File: src/mkd_pkg.sv
// Package for the Morse key decoder: payload structs, event codes, register
// indexes, reset values and the A-Z pattern table with its lookup function.
// Depends on nothing.
`default_nettype none

package mkd_pkg;

  localparam int MaxLettersDefault = 8;
  localparam int TimerBitsDefault  = 16;

  localparam int CfgDataW  = 16;
  localparam int CfgIndexW = 3;
  localparam int LettersW  = 4;
  localparam int CountW    = 3;
  localparam int SymbolsW  = 4;
  localparam int MaxSymbols = 4;
  localparam int CodeW     = 7;
  localparam int PosW      = 3;

  localparam logic [CfgDataW-1:0] DotLimitReset    = 16'd200;
  localparam logic [CfgDataW-1:0] DashLimitReset   = 16'd700;
  localparam logic [CfgDataW-1:0] LetterGapReset   = 16'd2000;
  localparam logic [CfgDataW-1:0] ControlLongReset = 16'd200;

  localparam logic [LettersW-1:0] LettersSat    = 4'hF;
  localparam logic [CodeW-1:0]    LetterUnknown = 7'h3F;
  localparam logic [CodeW-1:0]    LetterFirst   = 7'h41;

  typedef enum logic [2:0] {
    EvDot       = 3'd0,
    EvDash      = 3'd1,
    EvDecoded   = 3'd2,
    EvCancelled = 3'd3,
    EvCleared   = 3'd4,
    EvWordFull  = 3'd5
  } event_kind_e;

  typedef enum logic [CfgIndexW-1:0] {
    RegDotLimit    = 3'd0,
    RegDashLimit   = 3'd1,
    RegLetterGap   = 3'd2,
    RegControlLong = 3'd3
  } cfg_reg_e;

  typedef struct packed {
    logic key_level;
    logic control_level;
    logic help_level;
  } in_t;

  typedef struct packed {
    event_kind_e         event_kind;
    logic [CodeW-1:0]    letter_code;
    logic [PosW-1:0]     letter_position;
    logic [CountW-1:0]   symbol_count;
    logic [SymbolsW-1:0] symbol_bits;
  } out_t;

  localparam int NumLetters = 26;

  localparam logic [CountW-1:0] PatCount [NumLetters] = '{
    3'd2, 3'd4, 3'd4, 3'd3, 3'd1, 3'd4, 3'd3, 3'd4, 3'd2, 3'd4,
    3'd3, 3'd4, 3'd2, 3'd2, 3'd3, 3'd4, 3'd4, 3'd3, 3'd3, 3'd1,
    3'd3, 3'd4, 3'd3, 3'd4, 3'd4, 3'd4
  };

  localparam logic [SymbolsW-1:0] PatBits [NumLetters] = '{
    4'd2, 4'd1, 4'd5, 4'd1, 4'd0, 4'd4, 4'd3, 4'd0, 4'd0, 4'd14,
    4'd5, 4'd2, 4'd3, 4'd1, 4'd7, 4'd6, 4'd11, 4'd2, 4'd0, 4'd1,
    4'd4, 4'd8, 4'd6, 4'd9, 4'd13, 4'd3
  };

  function automatic logic [CodeW-1:0] decode_letter(logic [CountW-1:0] cnt,
                                                     logic [SymbolsW-1:0] bits);
    logic [SymbolsW-1:0] mask;
    logic [CodeW-1:0]    ch;
    mask = SymbolsW'((5'd1 << cnt) - 5'd1);
    ch   = LetterUnknown;
    for (int i = 0; i < NumLetters; i++) begin
      if (PatCount[i] == cnt && PatBits[i] == (bits & mask)) begin
        ch = LetterFirst + CodeW'(i);
      end
    end
    return ch;
  endfunction

endpackage

`default_nettype wire

File: src/morse_key_decoder.sv
// Morse key decoder top level: per-tick key, control and help handling with
// configuration registers and a registered result beat. Uses mkd_pkg.
//
// Channel   Direction  Handshake               Beat contents
// in        input      in_valid_i/in_ready_o    in_t: key, control, help levels
// out       output     out_valid_o/out_ready_i  out_t: event and letter state
// cfg       input      cfg_valid_i/cfg_ready_o  register index and 16-bit value
//
// Every input beat is processed in the cycle it is accepted; its result, if
// any, appears in the output register on the next cycle, so one beat per cycle
// is taken while the output register is empty or is being drained in the same
// cycle. Reset is asynchronous and restores the register defaults and cleared
// timers. Configuration writes are always taken.
`default_nettype none

module morse_key_decoder
  import mkd_pkg::*;
#(
  parameter int MAX_LETTERS = MaxLettersDefault,
  parameter int TIMER_BITS  = TimerBitsDefault
) (
  input  wire logic                 clk_i,
  input  wire logic                 rst_ni,
  input  wire logic                 in_valid_i,
  output logic                      in_ready_o,
  input  wire in_t                  in_data_i,
  output logic                      out_valid_o,
  input  wire logic                 out_ready_i,
  output out_t                      out_data_o,
  input  wire logic                 cfg_valid_i,
  output logic                      cfg_ready_o,
  input  wire logic [CfgIndexW-1:0] cfg_index_i,
  input  wire logic [CfgDataW-1:0]  cfg_data_i
);

  localparam int CmpW = (TIMER_BITS > CfgDataW) ? TIMER_BITS : CfgDataW;

  logic [CfgDataW-1:0] dot_limit_q, dash_limit_q, gap_limit_q, ctl_limit_q;

  logic [SymbolsW-1:0]   held_symbols_q, held_symbols_d;
  logic [CountW-1:0]     held_count_q, held_count_d;
  logic [LettersW-1:0]   letters_q, letters_d;
  logic [TIMER_BITS-1:0] key_timer_q, key_timer_d;
  logic [TIMER_BITS-1:0] gap_timer_q, gap_timer_d;
  logic [TIMER_BITS-1:0] ctl_timer_q, ctl_timer_d;
  logic                  prev_key_q, prev_ctl_q, prev_help_q;

  logic                  out_valid_q;
  out_t                  out_data_q, out_data_d;
  logic                  ev_valid;
  event_kind_e           ev_kind;
  logic [CodeW-1:0]      ev_code;
  logic [PosW-1:0]       ev_pos;
  logic                  in_accept;
  logic                  key_dash;

  logic k, c, h;

  assign k = in_data_i.key_level;
  assign c = in_data_i.control_level;
  assign h = in_data_i.help_level;

  assign in_ready_o  = !out_valid_q || out_ready_i;
  assign in_accept   = in_valid_i && in_ready_o;
  assign cfg_ready_o = 1'b1;
  assign out_valid_o = out_valid_q;
  assign out_data_o  = out_data_q;

  function automatic logic [TIMER_BITS-1:0] sat_inc(logic [TIMER_BITS-1:0] t);
    return (t == {TIMER_BITS{1'b1}}) ? t : t + 1'b1;
  endfunction

  always_ff @(posedge clk_i or negedge rst_ni) begin
    if (!rst_ni) begin
      dot_limit_q  <= DotLimitReset;
      dash_limit_q <= DashLimitReset;
      gap_limit_q  <= LetterGapReset;
      ctl_limit_q  <= ControlLongReset;
    end else if (cfg_valid_i) begin
      case (cfg_index_i)
        RegDotLimit:    dot_limit_q  <= cfg_data_i;
        RegDashLimit:   dash_limit_q <= cfg_data_i;
        RegLetterGap:   gap_limit_q  <= cfg_data_i;
        RegControlLong: ctl_limit_q  <= cfg_data_i;
        default: ;
      endcase
    end
  end

  always_comb begin
    ctl_timer_d    = c ? sat_inc(ctl_timer_q) : '0;
    key_timer_d    = k ? sat_inc(key_timer_q) : '0;
    gap_timer_d    = sat_inc(gap_timer_q);
    held_symbols_d = held_symbols_q;
    held_count_d   = held_count_q;
    letters_d      = letters_q;
    ev_valid       = 1'b0;
    ev_kind        = EvDot;
    ev_code        = '0;
    ev_pos         = '0;
    key_dash       = CmpW'(key_timer_q) >= CmpW'(dot_limit_q);

    if (prev_ctl_q && !c) begin
      held_symbols_d = '0;
      held_count_d   = '0;
      ev_valid       = 1'b1;
      if (CmpW'(ctl_timer_q) >= CmpW'(ctl_limit_q)) begin
        letters_d = '0;
        ev_kind   = EvCleared;
      end else begin
        ev_kind = EvCancelled;
      end
    end else if (h && !prev_help_q) begin
      held_symbols_d = '0;
      held_count_d   = '0;
      ev_valid       = 1'b1;
      ev_kind        = EvCancelled;
    end else if (k && !prev_key_q) begin
      if (letters_q >= LettersW'(MAX_LETTERS)) begin
        ev_valid = 1'b1;
        ev_kind  = EvWordFull;
      end
    end else if (!k && prev_key_q) begin
      if (letters_q < LettersW'(MAX_LETTERS) && held_count_q < CountW'(MaxSymbols) &&
          CmpW'(key_timer_q) < CmpW'(dash_limit_q)) begin
        held_symbols_d[held_count_q[1:0]] = key_dash;
        held_count_d = held_count_q + 1'b1;
        gap_timer_d  = '0;
        ev_valid     = 1'b1;
        ev_kind      = key_dash ? EvDash : EvDot;
      end
    end

    if (!ev_valid && !k && held_count_q != '0 &&
        CmpW'(gap_timer_d) >= CmpW'(gap_limit_q)) begin
      ev_code        = decode_letter(held_count_q, held_symbols_q);
      ev_pos         = letters_q[PosW-1:0];
      letters_d      = (letters_q < LettersSat) ? letters_q + 1'b1 : letters_q;
      held_symbols_d = '0;
      held_count_d   = '0;
      ev_valid       = 1'b1;
      ev_kind        = EvDecoded;
    end

    out_data_d.event_kind      = ev_kind;
    out_data_d.letter_code     = ev_code;
    out_data_d.letter_position = ev_pos;
    out_data_d.symbol_count    = held_count_d;
    out_data_d.symbol_bits     = held_symbols_d;
  end

  always_ff @(posedge clk_i or negedge rst_ni) begin
    if (!rst_ni) begin
      held_symbols_q <= '0;
      held_count_q   <= '0;
      letters_q      <= '0;
      key_timer_q    <= '0;
      gap_timer_q    <= '0;
      ctl_timer_q    <= '0;
      prev_key_q     <= 1'b0;
      prev_ctl_q     <= 1'b0;
      prev_help_q    <= 1'b0;
      out_valid_q    <= 1'b0;
    end else begin
      if (in_accept) begin
        held_symbols_q <= held_symbols_d;
        held_count_q   <= held_count_d;
        letters_q      <= letters_d;
        key_timer_q    <= key_timer_d;
        gap_timer_q    <= gap_timer_d;
        ctl_timer_q    <= ctl_timer_d;
        prev_key_q     <= k;
        prev_ctl_q     <= c;
        prev_help_q    <= h;
        out_valid_q    <= ev_valid;
      end else if (out_ready_i) begin
        out_valid_q <= 1'b0;
      end
    end
  end

  always_ff @(posedge clk_i) begin
    if (in_accept && ev_valid) begin
      out_data_q <= out_data_d;
    end
  end

  a_count_bounded: assert property (@(posedge clk_i) disable iff (!rst_ni)
    held_count_q <= CountW'(MaxSymbols))
    else $error("Held symbol count exceeds four.");

  a_ready_when_empty: assert property (@(posedge clk_i) disable iff (!rst_ni)
    !in_ready_o |-> out_valid_q)
    else $error("Input stalled with an empty output register.");

  a_event_loads_output: assert property (@(posedge clk_i) disable iff (!rst_ni)
    (in_accept && ev_valid) |=> out_valid_q)
    else $error("Event was not registered for output.");

  a_symbol_has_count: assert property (@(posedge clk_i) disable iff (!rst_ni)
    (out_valid_q && (out_data_q.event_kind == EvDot || out_data_q.event_kind == EvDash))
      |-> out_data_q.symbol_count != '0)
    else $error("Symbol event reported with no held symbols.");

  a_letter_end_clears: assert property (@(posedge clk_i) disable iff (!rst_ni)
    (out_valid_q && (out_data_q.event_kind == EvDecoded ||
                     out_data_q.event_kind == EvCancelled ||
                     out_data_q.event_kind == EvCleared))
      |-> (out_data_q.symbol_count == '0 && out_data_q.symbol_bits == '0))
    else $error("Letter end left symbols held.");

endmodule

`default_nettype wire

File: config.mk
export PLATFORM = sky130hd
export DESIGN_NAME = morse_key_decoder
export DESIGN_NICKNAME = d
export VERILOG_FILES = /design/src/mkd_pkg.sv /design/src/morse_key_decoder.sv
export SDC_FILE = /design/constraint.sdc
export NUM_CORES = 1
export LEC_CHECK = 0
export CAP_MARGIN = 20
export CORE_ASPECT_RATIO = 1.4
export CORE_MARGIN = 2
export CORE_UTILIZATION = 45
export CTS_CLUSTER_DIAMETER = 200
export DETAILED_ROUTE_END_ITERATION = 16
export DONT_BUFFER_PORTS = 1
export GPL_TIMING_DRIVEN = 0
export PLACE_DENSITY = 0.63
export SYNTH_ARGS = -nofsm -noshare
export SYNTH_HDL_FRONTEND = slang
export SYNTH_SLANG_ARGS = --single-unit
File: constraint.sdc
create_clock -name clk_i -period 9.3 [get_ports clk_i]
set_input_delay 0.93 -clock clk_i [delete_from_list [all_inputs] [get_ports clk_i]]
set_output_delay 0.93 -clock clk_i [all_outputs]
set_load 0.1 [all_outputs]
# [Word level (Yosys, flattened, before mapping)]
# Cells that the tools add are included.
[totals] register_bits=147 output_inout_bits=23 word_cells=199
[op_classes] add_sub_neg=6 magnitude_cmp=10 n_eq_ne=25 shift=1 muxes=72 bitwise_logic=2 n_reduce_logical=61
[op_table] operator="$mux W7" count=26
[op_table] operator="$mux W16" count=10
[op_table] operator="$add A16 B1 Y16 const B" count=3
[op_table] operator="$eq A16 B16 Y1 const B" count=3
[op_table] operator="$ge A16 B16 Y1" count=3
[op_table] operator="$mux W4" count=10
[op_table] operator="$logic_and A1 B1 Y1" count=38
[op_table] operator="$mux W3" count=11
[op_table] operator="$reduce_or A26 Y1" count=1
[op_table] operator="$eq A4 B4 Y1 const A" count=5
[op_table] operator="$eq A3 B4 Y1 const A" count=4
[op_table] operator="$lt A16 B16 Y1" count=1
[op_table] operator="$mux W1" count=13
[op_table] operator="$reduce_and A2 Y1" count=6
[op_table] operator="$eq A2 B4 Y1 const A" count=2
[op_table] operator="$lt A4 B4 Y1 const B" count=2
[op_table] operator="$eq A2 B3 Y1 const A" count=2
[op_table] operator="$eq A3 B2 Y1 const B" count=2
[op_table] operator="$logic_not A1 Y1" count=6
[op_table] operator="$reduce_bool A2 Y1" count=3
[op_table] operator="$add A4 B1 Y4 const B" count=1
[op_table] operator="$and A4 B4 Y4" count=1
[op_table] operator="$bwmux W4" count=1
[op_table] operator="$eq A1 B4 Y1 const A" count=1
[op_table] operator="21 further kinds" count=22

# [Depth between registers and ports, before layout]
# Gate-level depths: netlist of run 1.
[logic_depth] ltp_word=31 mapped_depth=18 mapped_depth_nobuf=16

# [Worst setup path after synthesis of run 1]
# Ideal clock, no wire load.
[synth_path] path_type="input -> register" from="in in_data_i[2] in the netlist's numbering" to="reg out_data_q, in the netlist out_data_o[0], enable pin" setup_ns=0.397 t_arrival_ns=4.257 path_slack_ns=4.647 cell_stages=16 path_cell_list="buf_2 -> nand2b_1 -> nor4_1 -> o2111ai_1 -> a211oi_2 -> buf_2 -> buf_2 -> nor2_1 -> ha_1 -> and4_1 -> o211ai_1 -> nor4b_2 -> a21oi_1 -> nand2_1 -> nor3_1 -> nor2_1"
[synth_rtl] item="from (decl)" line="morse_key_decoder.sv:26" source="input wire in_t in_data_i,"
[synth_rtl] item="$logic_not A1 Y1" line="morse_key_decoder.sv:123" source="end else if (!k && prev_key_q) begin"
[synth_rtl] item="$logic_and A1 B1 Y1" line="morse_key_decoder.sv:123"
[synth_rtl] item="$mux W16" line="morse_key_decoder.sv:123"
[synth_rtl] item="$mux W16 (*)" line="morse_key_decoder.sv:118" source="end else if (k && !prev_key_q) begin"
[synth_rtl] item="$mux W16 (*)" line="morse_key_decoder.sv:113" source="end else if (h && !prev_help_q) begin"
[synth_rtl] item="$mux W16 (*)" line="morse_key_decoder.sv:103" source="if (prev_ctl_q && !c) begin"
[synth_rtl] item="named net gap_timer_d[11]" line="morse_key_decoder.sv:44" source="logic [TIMER_BITS-1:0] gap_timer_q, gap_timer_d;"
[synth_rtl] item="$ge A16 B16 Y1 (*)" line="morse_key_decoder.sv:135" source="CmpW'(gap_timer_d) >= CmpW'(gap_limit_q)) begin"
[synth_rtl] item="$logic_and A1 B1 Y1 (*)" line="morse_key_decoder.sv:134" source="if (!ev_valid && !k && held_count_q != '0 &&"
[synth_rtl] item="$mux W1 (*)" line="morse_key_decoder.sv:134"
[synth_rtl] item="$logic_and A1 B1 Y1 (*)" line="morse_key_decoder.sv:183" source="if (in_accept && ev_valid) begin"
[synth_rtl] item="to (signal assigned)" line="morse_key_decoder.sv:184" source="out_data_q <= out_data_d;"
[synth_rtl] item="to (decl)" line="morse_key_decoder.sv:49" source="out_t out_data_q, out_data_d;"
# Mark *: on every way through the listed nets, which the timed path passes. The rest lies on a longest branch.
# A chain may end at the register's enable or synchronous reset.

# [Worst setup path in the final report of run 1]
[layout_path] from="in in_data_i[2] in the netlist's numbering" to="reg out_data_q, in the netlist out_data_o[2] (data pin)"
[layout_rtl] item="$logic_not A1 Y1" line="morse_key_decoder.sv:123"
[layout_rtl] item="$logic_and A1 B1 Y1" line="morse_key_decoder.sv:123"
[layout_rtl] item="$mux W16" line="morse_key_decoder.sv:123"
[layout_rtl] item="$mux W16 (*)" line="morse_key_decoder.sv:118"
[layout_rtl] item="$mux W16 (*)" line="morse_key_decoder.sv:113"
[layout_rtl] item="$mux W16 (*)" line="morse_key_decoder.sv:103"
[layout_rtl] item="named net gap_timer_d[11]" line="morse_key_decoder.sv:44"
[layout_rtl] item="$ge A16 B16 Y1 (*)" line="morse_key_decoder.sv:135"
[layout_rtl] item="$logic_and A1 B1 Y1 (*)" line="morse_key_decoder.sv:134"
[layout_rtl] item="$mux W4 (*)" line="morse_key_decoder.sv:134"
[layout_rtl] item="named net held_symbols_d[2]" line="morse_key_decoder.sv:40" source="logic [SymbolsW-1:0] held_symbols_q, held_symbols_d;"
# Marks and branches as above.

==> impl_results.md, run 1 <==
- Max Cap Viol: 0
- Crit-path slowest cell: nor4_1
- Vias per std cell: 5.66
- Critical Path RT: 9.47 ns
- Crit. End Element: register
- Root buf cell: clkbuf_16
- Tmin final: 4.99 ns
- # setup viols final: 0
- # fillers: 1849
- DRC errors left: 0
- Pre-antenna DRT Iters: 7
- Slew margin rel.: 25.9%
- Longest Clk Path Bufs: 2
- CP Max Fanout: 10
- Clock Pin Slew Worst Setup and Hold Paths: 0.07 ns
- Die X: 123 um
- Initial antenna violation count: 0
- Delay-heaviest family, CP: compound AO/OA/AOI/OAI gates
- Drt total wl: 21900 um
- F_max: 200 MHz
- Initial core utilization: 45.6%
- GP Congestion: 0.896
- CP max stage delay: 0.47 ns
- Final hold viol count: 0
- R2R cell count: 16
- Critical Path Stages: 17
- Worst IR Drop VDD: 0.000127 V
- Worst path most repeated cell: buf_2
- Post-CTS Setup Bufs: 0
- Crit start category: input port
- # rows: 61
- Vias in the first global route: 7000
- Leak Pwr: 4.41 nW
- Arr. time, crit path: 5.16 ns
- Clock Skew: 0.0106 ns
- Antenna Cells: 0
- TNS Setup: 0 ns
- Clock Latency Late Sink: 0.43 ns
- Post-Syn Nets: 1064
- Die Span Y: 171 um
- CP bufs+invs: 4
- Die area: 21100 um2
- Nets@finish: 1084
- Status: completed
- Global Route Usage Sum: 21.8%
- Slew @ Worst Pin: 1.11 ns
- Vias: 7061
- Post-synthesis sequential area ratio: 42.3%
- Number of buffers added on ports: 0
- Total congestion overflow: 0
- Avg Inst Size Synth: 9.32 um2
- CTS buffer count: 17
- H-tree depth: 4
- Worst min-delay path category: input port to asynchronous set/reset pin
- Post-DP HPWL: 16400 um
- Largest net degree at the start of global routing: 128
- Mapped Area: 8980 um2
- Critical Path Source: in_data_i[2]
- FF-to-FF End: out_data_o[2]$_DFFE_PP_
- Final Cycle Share: 53.6%
- Synth async-reset ratio: 86.4%
- Synthesis-to-layout area growth: 10.2%
- Setup crit end: out_data_o[2]$_DFFE_PP_
- R2R setup slack: 4.35 ns
- Hold Buf Count CTS: 0
- Layout cell share with drive strength beyond 1: 12.1%
- Yosys cell types: 85
- Yosys warns: 0
- Post-CTS sizing: 0
- Num Clock Sinks: 147
- Seq cells post-synth: 147
- Ports: 50
- Critical path class: input port to register
- Reg-to-Reg Start: key_timer_q[15]$_DFFE_PN0P_
- Core area: 19700 um2
- Worst-path cell chain: buf_2 -> nand2b_1 -> nor4_1 -> o2111ai_1 -> a211oi_2 -> buf_2 -> buf_2 -> nor2_1 -> ha_1 -> and4_1 -> o211ai_1 -> nor4b_2 -> a21oi_1 -> a211oi_2 -> nand2b_1 -> buf_2 -> a211oi_1
- Number of nets with antenna violations after routing: 0
- CTS tree: done
- Slew Limit Fails: 0
- WL/cell: 17.6 um
- First-pass GRT wire length: 35500 um
- Number of synthesized flops with an enable pin: 20
- Post-Synthesis Cells: 963
- Unrepaired setup endpoints after global routing: false
- Synth Flop Type: dfrtp_1
- 1st-iter DRT viols: 561
- Tot Pwr: 2.34 mW
- Pwr dens: 236 nW/um2
-- layer usage --
metal	routed length (um)	vias to the layer above	share of wire, %	GRT usage (%)
met5	0	-	0	0
met4	649	0	3.0	8.75
met3	943	46	4.3	4.63
met2	11300	172	52	38.3
met1	8990	3388	41	25.5
li1	-	3455	-	-
-- cell usage after synthesis, types with 7 or more instances --
cell type | count | area, um2
nand2_1 | 119 | 447
dfrtp_1 | 109 | 2730
inv_1 | 78 | 293
ha_1 | 74 | 926
o21ai_0 | 73 | 365
nor2_1 | 71 | 267
a21oi_1 | 50 | 250
nand3_1 | 30 | 150
xor2_1 | 22 | 193
mux2_2 | 21 | 236
edfxtp_1 | 20 | 601
clkbuf_1 | 18 | 67.6
dfstp_2 | 18 | 473
nor3_1 | 18 | 90.1
nand4_1 | 15 | 93.8
and3_1 | 14 | 87.6
buf_2 | 14 | 70.1
o21ai_1 | 13 | 65.1
a31oi_1 | 10 | 62.6
nand2b_1 | 10 | 62.6
xnor2_1 | 10 | 87.6
and2_1 | 9 | 56.3
a211oi_1 | 8 | 60.1
a21o_1 | 8 | 60.1
nor2b_1 | 8 | 50.1
o31ai_1 | 8 | 60.1
o211ai_1 | 7 | 52.6
o21a_1 | 7 | 52.6
-- registers in the layout, indices dropped and copies added (netlist names) --
name and cells:
gap_limit_q 16, ctl_limit_q 16, ctl_timer_q 16, dot_limit_q 16
prev_key_q 1, out_data_o 20, prev_ctl_q 1, out_valid_o 1
held_count_q 3, letters_q 4, prev_help_q 1, dash_limit_q 16
key_timer_q 16, gap_timer_q 16, held_symbols_q 4
-- where the power goes --
part           total (mW)  switching (mW)  internal, mW
clock network       0.690           0.305         0.385
logic               0.678           0.409         0.269
registers           0.971           0.182         0.790
-- through the flow --
stage	util [%]	hold slack [ns]	std cells	setup WS (ns)	cell area (um2)
after floorplan	-	0.451	963	4.65	8980
after global placement	47.2	0.464	1215	3.19	9300
after detailed placement	47.3	0.484	1216	3.86	9310
after CTS	50.3	0.182	1248	4.30	9900
after global routing	50.3	0.182	1248	4.03	9900
final	50.3	0.200	1248	4.31	9900
-- placed cells by master (no fill, tap or decap), types with 14 or more instances in the layout --
master,count
dfstp_2,18
nand3_1,30
edfxtp_1,20
nand2_1,119
o21ai_0,73
nand4_1,15
inv_1,78
clkbuf_1,18
clkbuf_16,17
nor3_1,18
mux2_2,21
and3_1,14
a21oi_1,50
buf_2,14
ha_1,74
dfrtp_1,109
xor2_1,22
nor2_1,70
-- layout make-up --
| class | instances | area (um2) | area share, % |
|---|---|---|---|
| clock buffers | 18 | 439 | 4.44 |
| well taps | 252 | 315 | 3.19 |
| flip-flops and latches | 147 | 3800 | 38.4 |
| clock inverters | 14 | 144 | 1.45 |
| repair buffers | 1 | 15.0 | 0.152 |
| inverters | 79 | 297 | 3.00 |
| multi-input cells | 699 | 4700 | 47.5 |
| plain buffers | 38 | 186 | 1.88 |
-- kinds of logic (layout without fill, tap and decap cells) --
| family | Yosys count | after routing | synth area share (%) |
|---|---|---|---|
| mux | 24 | 24 | 2.97 |
| xor+xnor | 32 | 32 | 3.12 |
| simple gates | 340 | 340 | 19.5 |
| flops | 147 | 147 | 42.3 |
| compound gates | 228 | 228 | 16.4 |
| fa+ha+maj | 74 | 74 | 10.3 |
| other cells | 1 | 1 | 0.0418 |
| buf+inv | 117 | 150 | 5.38 |
-- worst reg2reg max path: cells and delay by family (launching register included) --
kind / cells / cell delay, ns
AND/OR/NAND/NOR: 5 / 1.31
buffers and inverters: 3 / 0.84
flip-flops: 1 / 0.45
AO/OA/AOI/OAI: 6 / 1.49
adder cells (fa/ha/maj): 2 / 0.59
-- worst min-delay path by stage --
stage	start	to	slack, ns	depth (start not counted)
2_1_floorplan	prev_ctl_q$_DFFE_PN0P_	prev_ctl_q$_DFFE_PN0P_	0.45	2
3_3_place_gp	prev_ctl_q$_DFFE_PN0P_	prev_ctl_q$_DFFE_PN0P_	0.46	2
3_5_place_dp	prev_help_q$_DFFE_PN0P_	prev_help_q$_DFFE_PN0P_	0.48	2
4_1_cts	rst_ni	key_timer_q[8]$_DFFE_PN0P_	0.18	0
5_1_grt	rst_ni	gap_timer_q[10]$_DFFE_PN0P_	0.18	0
6_report	rst_ni	gap_timer_q[13]$_DFFE_PN0P_	0.20	0
Power figures use the tool's default switching activity.
==> run 2, diff against run 1 <==
--- a/config.mk
+++ b/config.mk
@@ -5,6 +5,7 @@
 export SDC_FILE = /design/constraint.sdc
 export NUM_CORES = 1
 export LEC_CHECK = 0
+export ABC_AREA = 1
 export CAP_MARGIN = 20
 export CORE_ASPECT_RATIO = 1.4
 export CORE_MARGIN = 2
==> constraint.sdc (replaced) <==
create_clock -name clk_i -period 5.2 [get_ports clk_i]
set_input_delay 0.52 -clock clk_i [delete_from_list [all_inputs] [get_ports clk_i]]
set_output_delay 0.52 -clock clk_i [all_outputs]
set_load 0.1 [all_outputs]
==> run 2 against run 1 <==
Combinational power up 53%. Worst hold slack got worse by 0.15 ns. Die area decreased by 2.5%. Via count increased by 1.3%. Utilization up 0.092 points. Cell area fell by 2.6%. Critical path depth rose by 4. Critical path type is now register to register. Critical endpoint is now out_data_o[12]$_SDFFCE_PP0P_.
==> impl_results.md, run 2 <==
- Longest Clk Path Bufs: 2
- Global Route Usage Sum: 21.4%
- Xor and xnor fraction of the mapped netlist area: 0.701%
- Die area: 20600 um2
- 1st-iter DRT viols: 524
- Mux cell area share after synthesis: 0%
- Area share of the largest cell type after synthesis: 31.2%
- Nets@finish: 1226
- FF-to-FF End: out_data_o[12]$_SDFFCE_PP0P_
- Synth async-reset ratio: 86.4%
- Worst path most repeated cell: nand2_1
- Antenna Cells: 0
- Total congestion overflow: 0
- First-pass GRT wire length: 34400 um
- Die X: 122 um
- Final hold viol count: 0
- DRC errors left: 0
- Post-DP HPWL: 15700 um
- Slew Limit Fails: 0
- Crit-path slowest cell: inv_1
- Post-CTS sizing: 0
- Simple-Gate Fraction of Synth Area: 22.5%
- Post-synthesis sequential area ratio: 43.4%
- Complex-gate fraction of the synthesized area: 13.3%
- Commonest non-fill, non-tap cells in the layout: 223 x nand2_1, 190 x inv_1, 127 x o21ai_0, 109 x dfrtp_1, 79 x nor2_1
- Critical path class: register to register
- Post-Syn Nets: 1206
- # setup viols final: 0
- Number of nets with antenna violations after routing: 0
- WL/cell: 14.8 um
- Vias in the first global route: 6969
- Initial core utilization: 45.7%
- Sequential Area: 3800 um2
- Top cells by count, synth: 223 x nand2_1, 190 x inv_1, 127 x o21ai_0
- Hold Buf Count CTS: 1
- Synth Flop Type: dfrtp_1
- Unrepaired setup endpoints after global routing: false
- Mapped Area: 8750 um2
- Worst min-delay path category: input port to asynchronous set/reset pin
- Post-Synthesis Cells: 1105
- Arr. time, crit path: 4.66 ns
- Tmin final: 4.61 ns
- Final Cycle Share: 88.6%
- GP Congestion: 0.918
- Critical Path RT: 5.25 ns
- Largest register FFs: 20
- Worst-path cell chain: inv_1 -> ha_1 -> a21oi_1 -> o21ai_1 -> nor3b_1 -> o21ai_2 -> nand4_4 -> nor2_2 -> buf_2 -> nor2_1 -> ha_1 -> nand2_1 -> inv_1 -> nand3_1 -> nor3_1 -> nand2_1 -> nand3_1 -> nand3_1 -> nand2_1 -> nand2_1 -> inv_1
- Top-count cell post-synth: nand2_1
- Clock Skew: 0.0115 ns
- Crit start category: register
- Leak Pwr: 4.69 nW
- Main area contributors after synthesis: dfrtp_1 31%, ha_1 11%, nand2_1 9.6%
- CTS buffer count: 17
- F_max: 217 MHz
- CP max stage delay: 0.57 ns
- Clock Pin Slew Worst Setup and Hold Paths: 0.06 ns
- R2R cell count: 21
- Slew margin rel.: 32.4%
- Status: completed
- Root buf cell: clkbuf_16
- Number of buffers added on ports: 0
- Yosys warns: 0
- TNS Setup: 0 ns
- Commonest non-fill, non-tap cell in the layout: nand2_1
- Area of the multi-input gates: 4120 um2
- Worst IR Drop VDD: 0.000211 V
- Cell taking the most area after synthesis: dfrtp_1
- Vias: 7156
- Number of synthesized flops with an enable pin: 20
- CTS tree: done
- # fillers: 1871
- Die Span Y: 169 um
- Combinational family with the most area after synthesis: simple AND/OR/NAND/NOR gates
- Critical Path Source: dash_limit_q[3]$_DFFE_PN1P_
- Clock Latency Late Sink: 0.42 ns
- Pwr dens: 411 nW/um2
- Ports: 50
- H-tree depth: 4
- Post-CTS Setup Bufs: 0
- Num Clock Sinks: 147
- Setup crit end: out_data_o[12]$_SDFFCE_PP0P_
- Initial antenna violation count: 0
- # rows: 60
- Delay-heaviest family, CP: simple AND/OR/NAND/NOR gates
- Layout cell share with drive strength beyond 1: 8.61%
- CP bufs+invs: 4
- Seq cells post-synth: 147
- Crit. End Element: register
- CP Max Fanout: 20
- Core area: 19100 um2
- Final Core Density: 50.3%
- Adder-Cell Fraction of Synth Area: 10.6%
- Avg Inst Size Synth: 7.92 um2
- Slew @ Worst Pin: 1.01 ns
- Critical Path Stages: 21
- Pre-antenna DRT Iters: 7
- Drt total wl: 20500 um
- Largest net degree at the start of global routing: 128
- Synthesis-to-layout area growth: 10.1%
- Vias per std cell: 5.16
- R2R setup slack: 0.59 ns
- Yosys cell types: 46
- Max Cap Viol: 0
- Reg-to-Reg Start: dash_limit_q[3]$_DFFE_PN1P_
-- run 2: cell types whose count changed in the layout (fill, tap and decap cells not counted), moves of 10 or more --
cell | previous run | this run
inv_1 | 78 | 190
nand2_1 | 119 | 223
o21ai_0 | 73 | 127
mux2_2 | 21 | 0
nor3_1 | 18 | 37
a21oi_1 | 50 | 68
xor2_1 | 22 | 7
and3_1 | 14 | 2
buf_2 | 14 | 2
nand3_1 | 30 | 41
nand2b_1 | 10 | 0
xnor2_1 | 10 | 0
-- run 2: final cells by class --
type | count | share of cell area (%)
inverter | 198 | 7.74
multi-input combinational | 740 | 42.8
tap | 248 | 3.22
buffer | 20 | 0.844
sequential | 147 | 39.4
clock inverter | 15 | 1.29
clock buffer | 17 | 4.41
timing repair buffer | 1 | 0.286
-- run 2: kinds of logic after synthesis --
family                     after synthesis
buffers and inverters                  218
other                                    1
adders and majority gates               74
DFF                                    147
AOI/OAI and AO/OA                      222
xor gates and xnor gates                 7
and+or+nand+nor                        436
-- run 2: power breakdown --
| part | switching, mW | leakage [nW] | total (mW) | internal, mW |
|---|---|---|---|---|
| clock network | 0.527 | 0.267 | 1.15 | 0.622 |
| registers | 0.355 | 1.80 | 1.77 | 1.41 |
| logic | 0.665 | 2.63 | 1.04 | 0.375 |
| total | 1.55 | 4.69 | 3.96 | 2.41 |
-- run 2: how the worst min path moves through the flow --
stage | startpoint | end | slack, ns
2_1_floorplan | rst_ni | ctl_limit_q[0]$_DFFE_PN0P_ | 0.22
3_3_place_gp | rst_ni | ctl_timer_q[12]$_DFFE_PN0P_ | 0.23
3_5_place_dp | rst_ni | ctl_timer_q[12]$_DFFE_PN0P_ | 0.23
4_1_cts | rst_ni | ctl_limit_q[12]$_DFFE_PN0P_ | 0.09
5_1_grt | rst_ni | ctl_timer_q[13]$_DFFE_PN0P_ | 0.10
6_report | rst_ni | ctl_timer_q[15]$_DFFE_PN0P_ | 0.05
-- run 2: routing by layer --
layer	global-route usage, %	routed length (um)	vias to the layer above
met1	25.9	8720	3341
li1	-	-	3655
met2	38.1	10700	133
met5	0	0	-
met3	3.47	617	27
met4	7.25	389	0
-- run 2: metrics by stage --
stage	worst slack, ns	instance area, um2	total power, mW	hold slack [ns]	cells
4_1_cts	0.522	9640	4.00	0.0929	1386
6_report	0.591	9640	3.96	0.0539	1386
3_3_place_gp	0.596	9060	2.78	0.228	1353
5_1_grt	0.130	9640	4.25	0.101	1386
3_5_place_dp	0.552	9060	2.81	0.228	1353
2_1_floorplan	1.49	8750	2.55	0.224	1105
==> run 3, diff against run 2 <==
--- a/config.mk
+++ b/config.mk
@@ -15,6 +15,7 @@
 export DONT_BUFFER_PORTS = 1
 export GPL_TIMING_DRIVEN = 0
 export PLACE_DENSITY = 0.63
+export SLEW_MARGIN = 20
 export SYNTH_ARGS = -nofsm -noshare
 export SYNTH_HDL_FRONTEND = slang
 export SYNTH_SLANG_ARGS = --single-unit
==> constraint.sdc (replaced) <==
create_clock -name clk_i -period 5.2 [get_ports clk_i]
set_input_delay 0.26 -clock clk_i [delete_from_list [all_inputs] [get_ports clk_i]]
set_output_delay 0.26 -clock clk_i [all_outputs]
set_load 0.1 [all_outputs]
==> run 3 against run 2 <==
Maximum frequency up 0.39%. Total power hardly changed. Cell area grew 0.31%. Utilization is 0.16 points higher. Worst setup slack improved by 0.018 ns. Clock skew grew 0.0011 ns. Routed wire length is 0.81% higher. Cell count is 0.22% higher. Critical endpoint unchanged. Largest cell class unchanged.
==> impl_results.md, run 3 (synthesis results as in run 2) <==
- Slew margin rel.: 32.4%
- CTS buffer count: 17
- Post-Layout Cell Count: 1389
- Number of nets with antenna violations after routing: 0
- Clock Latency Late Sink: 0.42 ns
- Largest register FFs: 20
- Sequential Area: 3800 um2
- Commonest non-fill, non-tap cell in the layout: nand2_1
- Synthesis-to-layout area growth: 10.5%
- Clock Skew: 0.0126 ns
- R2R setup slack: 0.61 ns
- Layout cell share with drive strength beyond 1: 8.59%
- Area of the multi-input gates: 4120 um2
- Slew Limit Fails: 0
- Critical Path RT: 5.25 ns
- Largest net degree at the start of global routing: 128
- Final Cycle Share: 88.3%
- CTS tree: done
- Vias: 7198
- Slew @ Worst Pin: 1.01 ns
- GR Layer Usage met3: 3.64%
- Nets@finish: 1229
- Inst Count DP: 1353
- Top Usage Layer GRT: met2
- Status: completed
- H-tree depth: 4
- Leak Pwr: 4.71 nW
- Vias in the first global route: 6997
- Critical path class: register to register
- Clock Pin Slew Worst Setup and Hold Paths: 0.06 ns
- Initial core utilization: 45.7%
- # rows: 60
- Met2 usage: 38.2%
- CP Max Fanout: 20
- Max Cap Viol: 0
- Post-DP HPWL: 15700 um
- Vias per std cell: 5.18
- Arr. time, crit path: 4.64 ns
- Tmin final: 4.59 ns
- Drt total wl: 20600 um
- Initial antenna violation count: 0
- GP Congestion: 0.918
- Post-CTS sizing: 0
- Pre-antenna DRT Iters: 4
- # setup viols final: 0
- TNS Setup: 0 ns
- Global Route Usage Sum: 21.5%
- Core area: 19100 um2
- Longest Clk Path Bufs: 2
- First-pass GRT wire length: 34500 um
- Number of buffers added on ports: 0
- 1st-iter DRT viols: 498
- Die Span Y: 169 um
- Unrepaired setup endpoints after global routing: false
- DRC errors left: 0
- Die area: 20600 um2
- WL/cell: 14.9 um
- Root buf cell: clkbuf_16
- Worst min-delay path category: input port to register
- Crit. End Element: register
- Die X: 122 um
- Post-CTS Setup Bufs: 0
- Grt met1 use: 26.1%
- Worst IR Drop VDD: 0.000211 V
- F_max: 218 MHz
- Crit start category: register
- Fin Hold WS: 0.0275 ns
- Pwr dens: 410 nW/um2
- Antenna Cells: 0
- Ports: 50
- Total congestion overflow: 0
- # fillers: 1867
- Num Clock Sinks: 147
- Final hold viol count: 0
- Commonest non-fill, non-tap cells in the layout: 223 x nand2_1, 190 x inv_1, 127 x o21ai_0, 109 x dfrtp_1, 79 x nor2_1
run 3: metrics by stage:
| step | util [%] | total power, mW | setup WS, ns | cell area [um2] |
|---|---|---|---|---|
| finish | 50.5 | 3.96 | 0.609 | 9670 |
| global route | 50.5 | 4.25 | 0.130 | 9670 |
| CTS | 50.5 | 4.00 | 0.522 | 9670 |
| detailed placement | 47.3 | 2.81 | 0.552 | 9060 |
| global placement | 47.3 | 2.78 | 0.596 | 9060 |
| floorplan | - | 2.55 | 1.49 | 8750 |
run 3: worst paths after layout:
kind | start | end | cells after the start
min in group asynchronous | rst_ni | ctl_timer_q[15]$_DFFE_PN0P_ | 2
min | in_data_i[2] | key_timer_q[0]$_DFFE_PN0P_ | 2
max reg2reg | dash_limit_q[3]$_DFFE_PN1P_ | out_data_o[12]$_SDFFCE_PP0P_ | 21
min reg2reg | dash_limit_q[13]$_DFFE_PN0P_ | dash_limit_q[13]$_DFFE_PN0P_ | 2
max | dash_limit_q[3]$_DFFE_PN1P_ | out_data_o[12]$_SDFFCE_PP0P_ | 21
max in group asynchronous | rst_ni | key_timer_q[2]$_DFFE_PN0P_ | 2
run 3: routing by layer:
layer / vias up / wire length, um
li1: 3659 / -
met1: 3375 / 8760
met2: 134 / 10800
met3: 30 / 672
met4: 0 / 408
met5: - / 0
run 3: layout make-up:
cell class / instances / share of cell area [%]
tap: 248 / 3.21
clock inverter: 15 / 1.28
multi-input combinational: 740 / 42.6
clock buffer: 17 / 4.40
buffer: 20 / 0.841
inverter: 198 / 7.71
timing repair buffer: 4 / 0.595
sequential: 147 / 39.3
run 3: power breakdown:
| group | switching (mW) | internal [mW] |
|---|---|---|
| Sequential | 0.355 | 1.41 |
| Clock | 0.526 | 0.622 |
| Combinational | 0.666 | 0.377 |
| Total | 1.55 | 2.41 |
run 3: worst max-delay path: stages (launching register included):
cell     delay [ns]
dfstp_2        0.53
inv_1          0.05
ha_1           0.30
a21oi_1        0.15
o21ai_1        0.07
nor3b_1        0.15
o21ai_2        0.19
nand4_4        0.21
nor2_2         0.30
buf_2          0.30
nor2_1         0.09
ha_1           0.27
nand2_1        0.05
inv_1          0.05
nand3_1        0.08
nor3_1         0.28
nand2_1        0.09
nand3_1        0.16
nand3_1        0.13
nand2_1        0.10
nand2_1        0.08
inv_1          0.57
run 3: repair_timing:
action / CTS / global route
endpoints found under the hold margin: 131 / 0
hold buffers: 4 / 0
endpoints found under the setup margin: 0 / 0
